===== config.mk =====
export PLATFORM = sky130hd
export DESIGN_NAME = lkpq_mul
export DESIGN_NICKNAME = d
export VERILOG_FILES = /design/src/hdl/lkpq_pkg.sv /design/src/hdl/lkpq_mul.sv
export SDC_FILE = /design/constraint.sdc
export NUM_CORES = 1
export LEC_CHECK = 0
export BUFFER_PORTS_ARGS = -buffer_cell sky130_fd_sc_hd__buf_2
export CAP_MARGIN = 20
export CORE_ASPECT_RATIO = 0.8
export CORE_MARGIN = 2
export CORE_UTILIZATION = 60
export DETAILED_ROUTE_END_ITERATION = 8
export PLACE_DENSITY = 0.82
export SLEW_MARGIN = 20
export SYNTH_ARGS = -nofsm -noshare
export SYNTH_HDL_FRONTEND = slang
export SYNTH_SLANG_ARGS = --single-unit

===== constraint.sdc =====
create_clock -name clk -period 11.1 [get_ports clk]
set_input_delay 2.22 -clock clk [delete_from_list [all_inputs] [get_ports clk]]
set_output_delay 2.22 -clock clk [all_outputs]
set_load 0.01 [all_outputs]

===== src/hdl/lkpq_pkg.sv =====
// ----------------------------------------------------------------------------
// lkpq_pkg
// Shared widths, codes and types for the last-k product query block.
// ----------------------------------------------------------------------------
package lkpq_pkg;

  localparam int DEPTH_DEFAULT = 1024;
  localparam int VALUE_W       = 8;
  localparam int COUNT_W       = 11;
  localparam int PRODUCT_W     = 32;

  localparam logic REQ_ADD   = 1'b0;
  localparam logic REQ_QUERY = 1'b1;

  typedef enum logic [1:0] {
    ST_IDLE,
    ST_RUN,
    ST_DRAIN,
    ST_FINISH
  } lkpq_state_t;

  // accumulator control: load seeds the accumulator, step multiplies in
  typedef struct packed {
    logic load;
    logic load_one;
    logic step;
  } mul_ctrl_t;

endpackage


===== src/hdl/lkpq_mul.sv =====
// ----------------------------------------------------------------------------
// lkpq_mul
// Shared multiply-accumulate unit: acc <= acc * operand, modulo 2^32.
// ----------------------------------------------------------------------------
module lkpq_mul
  import lkpq_pkg::*;
(
  input  logic                 clk,
  input  mul_ctrl_t            ctrl,
  input  logic [VALUE_W-1:0]   operand,
  output logic [PRODUCT_W-1:0] acc
);

  logic [PRODUCT_W+VALUE_W-1:0] prod_full;

  assign prod_full = acc * operand;

  always_ff @(posedge clk) begin
    if (ctrl.load) begin
      acc <= ctrl.load_one ? PRODUCT_W'(1) : '0;
    end else if (ctrl.step) begin
      acc <= prod_full[PRODUCT_W-1:0];
    end
  end

endmodule


==> impl_metrics.toml <==
[outcome]
status = "complete, no violations"

[cells_and_area]
multi_input_area_mm2 = 0.00640
area.sequential_um2 = 961
fin_area_mm2 = 0.00843
largest_register = "acc"
drive_gt1_share_pct = 7.84
largest_reg_flops = 32
syn_to_final_growth_pct = 5.98
nets = 1062
antenna_cells = 0
fill_cells = 983
reg_top3 = "acc x32"

[critical_path]
cp-start-kind = "input port"
crit_fanout = 29
crit_arrival_ns = 6.90
path_class = "in -> reg"
r2r_end = "acc[22]$_SDFFCE_PP0P_"
critPathRequiredTime_ns = 11.13
end_kind = "flop"
rrSetupSlack_ns = 5.97
r2r-start = "acc[11]$_SDFFCE_PP0P_"
r2r_cells = 14

[sta]
slew-limit-headroom_pct = 43.7
final.period_utilization_pct = 61.9
worst_pin_slew_ns = 0.845
hold_violations = 0
fmax_ghz = 0.146
setup_tns_ns = 0
final-max-slew-violation-count = 0
skew_ns = 0.00431
period_minus_slack_ns = 6.87
setup_viol = 0
grt_setup_unrepaired = "no"

[yosys]
syn_avg_cell_area_um2 = 9.59
synthCells = 829
synth_edf_count = 32
synth_ff_type = "edfxtp_1"
yosysUniqueCellTypes = 59
syn_area_mm2 = 0.00795
synthArstFlopShare_pct = 0
seq_area_frac_synth_pct = 12.1
synthesis.nets = 1037
ys_ff_latch = 32
yosys_warnings = 0

[die]
die_area_mm2 = 0.0142
io_pins = 44
die_h_um = 107
core_mm2 = 0.0129
fp.dieW_um = 133
placementRows = 37
start_util_pct = 61.6

[clock_network]
clock_sinks = 32
post_cts_buffers = 0
h-tree-depth = 2
cts_resized = 0
cts-root-buf = "clkbuf_16"
cts_hold_buf = 0
path_clk_slew_ns = 0.05
cts_buffers = 5
insertion_delay_ns = 0.28
cts_tree = "built"
clk_path_buf_depth = 2

[drt]
viasPerCell = 5.66
dr.pass1.iters = 4
wirelength_um = 18500
via_count = 5833
antenna_left = 0
drt-initial-drc-count = 485
post_drt_wl_per_cell_um = 18.0
route.detailed.drc = 0

[worst_hold_path]
min_to = "acc[0]$_DFFE_PP_"
holdCritStartpoint = "acc[0]$_DFFE_PP_"
min_path_type = "reg -> reg"
hold_depth = 2

[global_routing]
antenna_found_initial = 0
track_usage_pct = 28.3
grt_pass1_vias = 5948
grt_max_degree = 45
grt_remaining_overflow = 0
grt_pass1_wl_um = 31200

[place]
gp_congestion = 0.925
io_buffer_count = 43
place_area_mm2 = 0.00829
hpwl_um = 14800

[flow_run]
maxCapViolations = 0
[cell usage after synthesis (4+ instances only)]
cell type | number | area, um2
xnor2_1 | 14 | 123
and2_1 | 175 | 1090
o21a_1 | 10 | 75.1
clkbuf_1 | 23 | 86.3
xor2_1 | 5 | 43.8
nor3b_1 | 4 | 30.0
edfxtp_1 | 32 | 961
inv_1 | 131 | 492
nand2_1 | 73 | 274
fa_1 | 156 | 3120
a31oi_1 | 4 | 25.0
o21ai_0 | 8 | 40.0
nor2b_1 | 14 | 87.6
and3_1 | 4 | 25.0
ha_1 | 40 | 500
nand3_1 | 7 | 35.0
a211oi_1 | 5 | 37.5
a21o_1 | 9 | 67.6
nor3_1 | 19 | 95.1
nor2_1 | 24 | 90.1
a21oi_1 | 18 | 90.1
[stage by stage]
stage / std cells / utilization, % / hold WS (ns) / setup slack (ns)
after floorplan: 829 / - / 0.740 / 4.31
after global placement: 1022 / 64.2 / 0.828 / 4.10
after detailed placement: 1022 / 64.2 / 0.837 / 3.99
after CTS: 1030 / 65.2 / 0.849 / 4.25
after global routing: 1030 / 65.2 / 0.938 / 4.01
final: 1030 / 65.2 / 0.854 / 4.23
[cell type report]
type / count / area share, %
multi-input cells: 641 / 76.0
flip-flops and latches: 32 / 11.4
inverters: 131 / 5.84
well taps: 175 / 2.60
repair buffers: 43 / 2.55
clock buffers: 7 / 1.57
clock inverters: 1 / 0.0445
[worst max-delay path by stage]
stage / start / end / slack, ns / cells past startpoint
6_report: operand[3] / acc[22]$_SDFFCE_PP0P_ / 4.23 / 15
5_1_grt: operand[3] / acc[22]$_SDFFCE_PP0P_ / 4.01 / 15
4_1_cts: operand[3] / acc[22]$_SDFFCE_PP0P_ / 4.25 / 15
3_5_place_dp: operand[3] / acc[22]$_SDFFCE_PP0P_ / 3.99 / 15
3_3_place_gp: operand[3] / acc[22]$_SDFFCE_PP0P_ / 4.10 / 15
2_1_floorplan: operand[3] / acc[28]$_SDFFCE_PP0P_ / 4.31 / 17
[kinds of logic (layout without fill, tap and decap cells)]
logic type	count (synthesis)	count (layout)	share of synthesized area (%)
AOI/OAI and AO/OA	86	86	8.50
buffers and inverters	156	182	7.38
muxes	5	5	0.803
adders and majority gates	196	196	45.6
and+or+nand+nor	334	334	23.3
DFF	32	32	12.1
xor gates and xnor gates	20	20	2.38
[worst max-delay path, stage by stage]
cell,delay (ns)
buf_2,0.42
and2_1,0.24
fa_1,0.45
fa_1,0.51
fa_1,0.54
inv_1,0.06
fa_1,0.48
inv_1,0.04
ha_1,0.37
a21oi_1,0.28
o211ai_1,0.16
a31oi_2,0.34
a21oi_1,0.20
a31oi_1,0.23
mux2_1,0.35
[layer usage]
| layer | GRT usage (%) | part of all wire [%] | vias up |
|---|---|---|---|
| met3 | 8.23 | 11 | 10 |
| met5 | 0 | 0 | - |
| met1 | 45.0 | 47 | 2922 |
| li1 | - | - | 2652 |
| met4 | 3.76 | 0.64 | 0 |
| met2 | 39.2 | 42 | 249 |
[cell usage in the layout, fill, tap and decap left out, types with 3 or more instances in the layout]
master,instances
ha_1,40
xnor2_1,14
o21ai_0,8
nor3_1,19
a311oi_1,3
o211ai_1,3
a21o_1,9
xor2_1,5
clkbuf_16,5
fa_1,156
o21bai_1,3
and2_1,175
o21ai_1,3
nand3_1,7
a211oi_1,5
nor2_1,24
nor2b_1,14
a21oi_1,18
buf_2,43
nor3b_1,4
a31oi_1,4
and3_1,4
edfxtp_1,32
o21a_1,10
inv_1,131
nand2_1,73
Power is not shown: default switching activity piles up to over one toggle a cycle in this logic, so the estimate is an artifact.
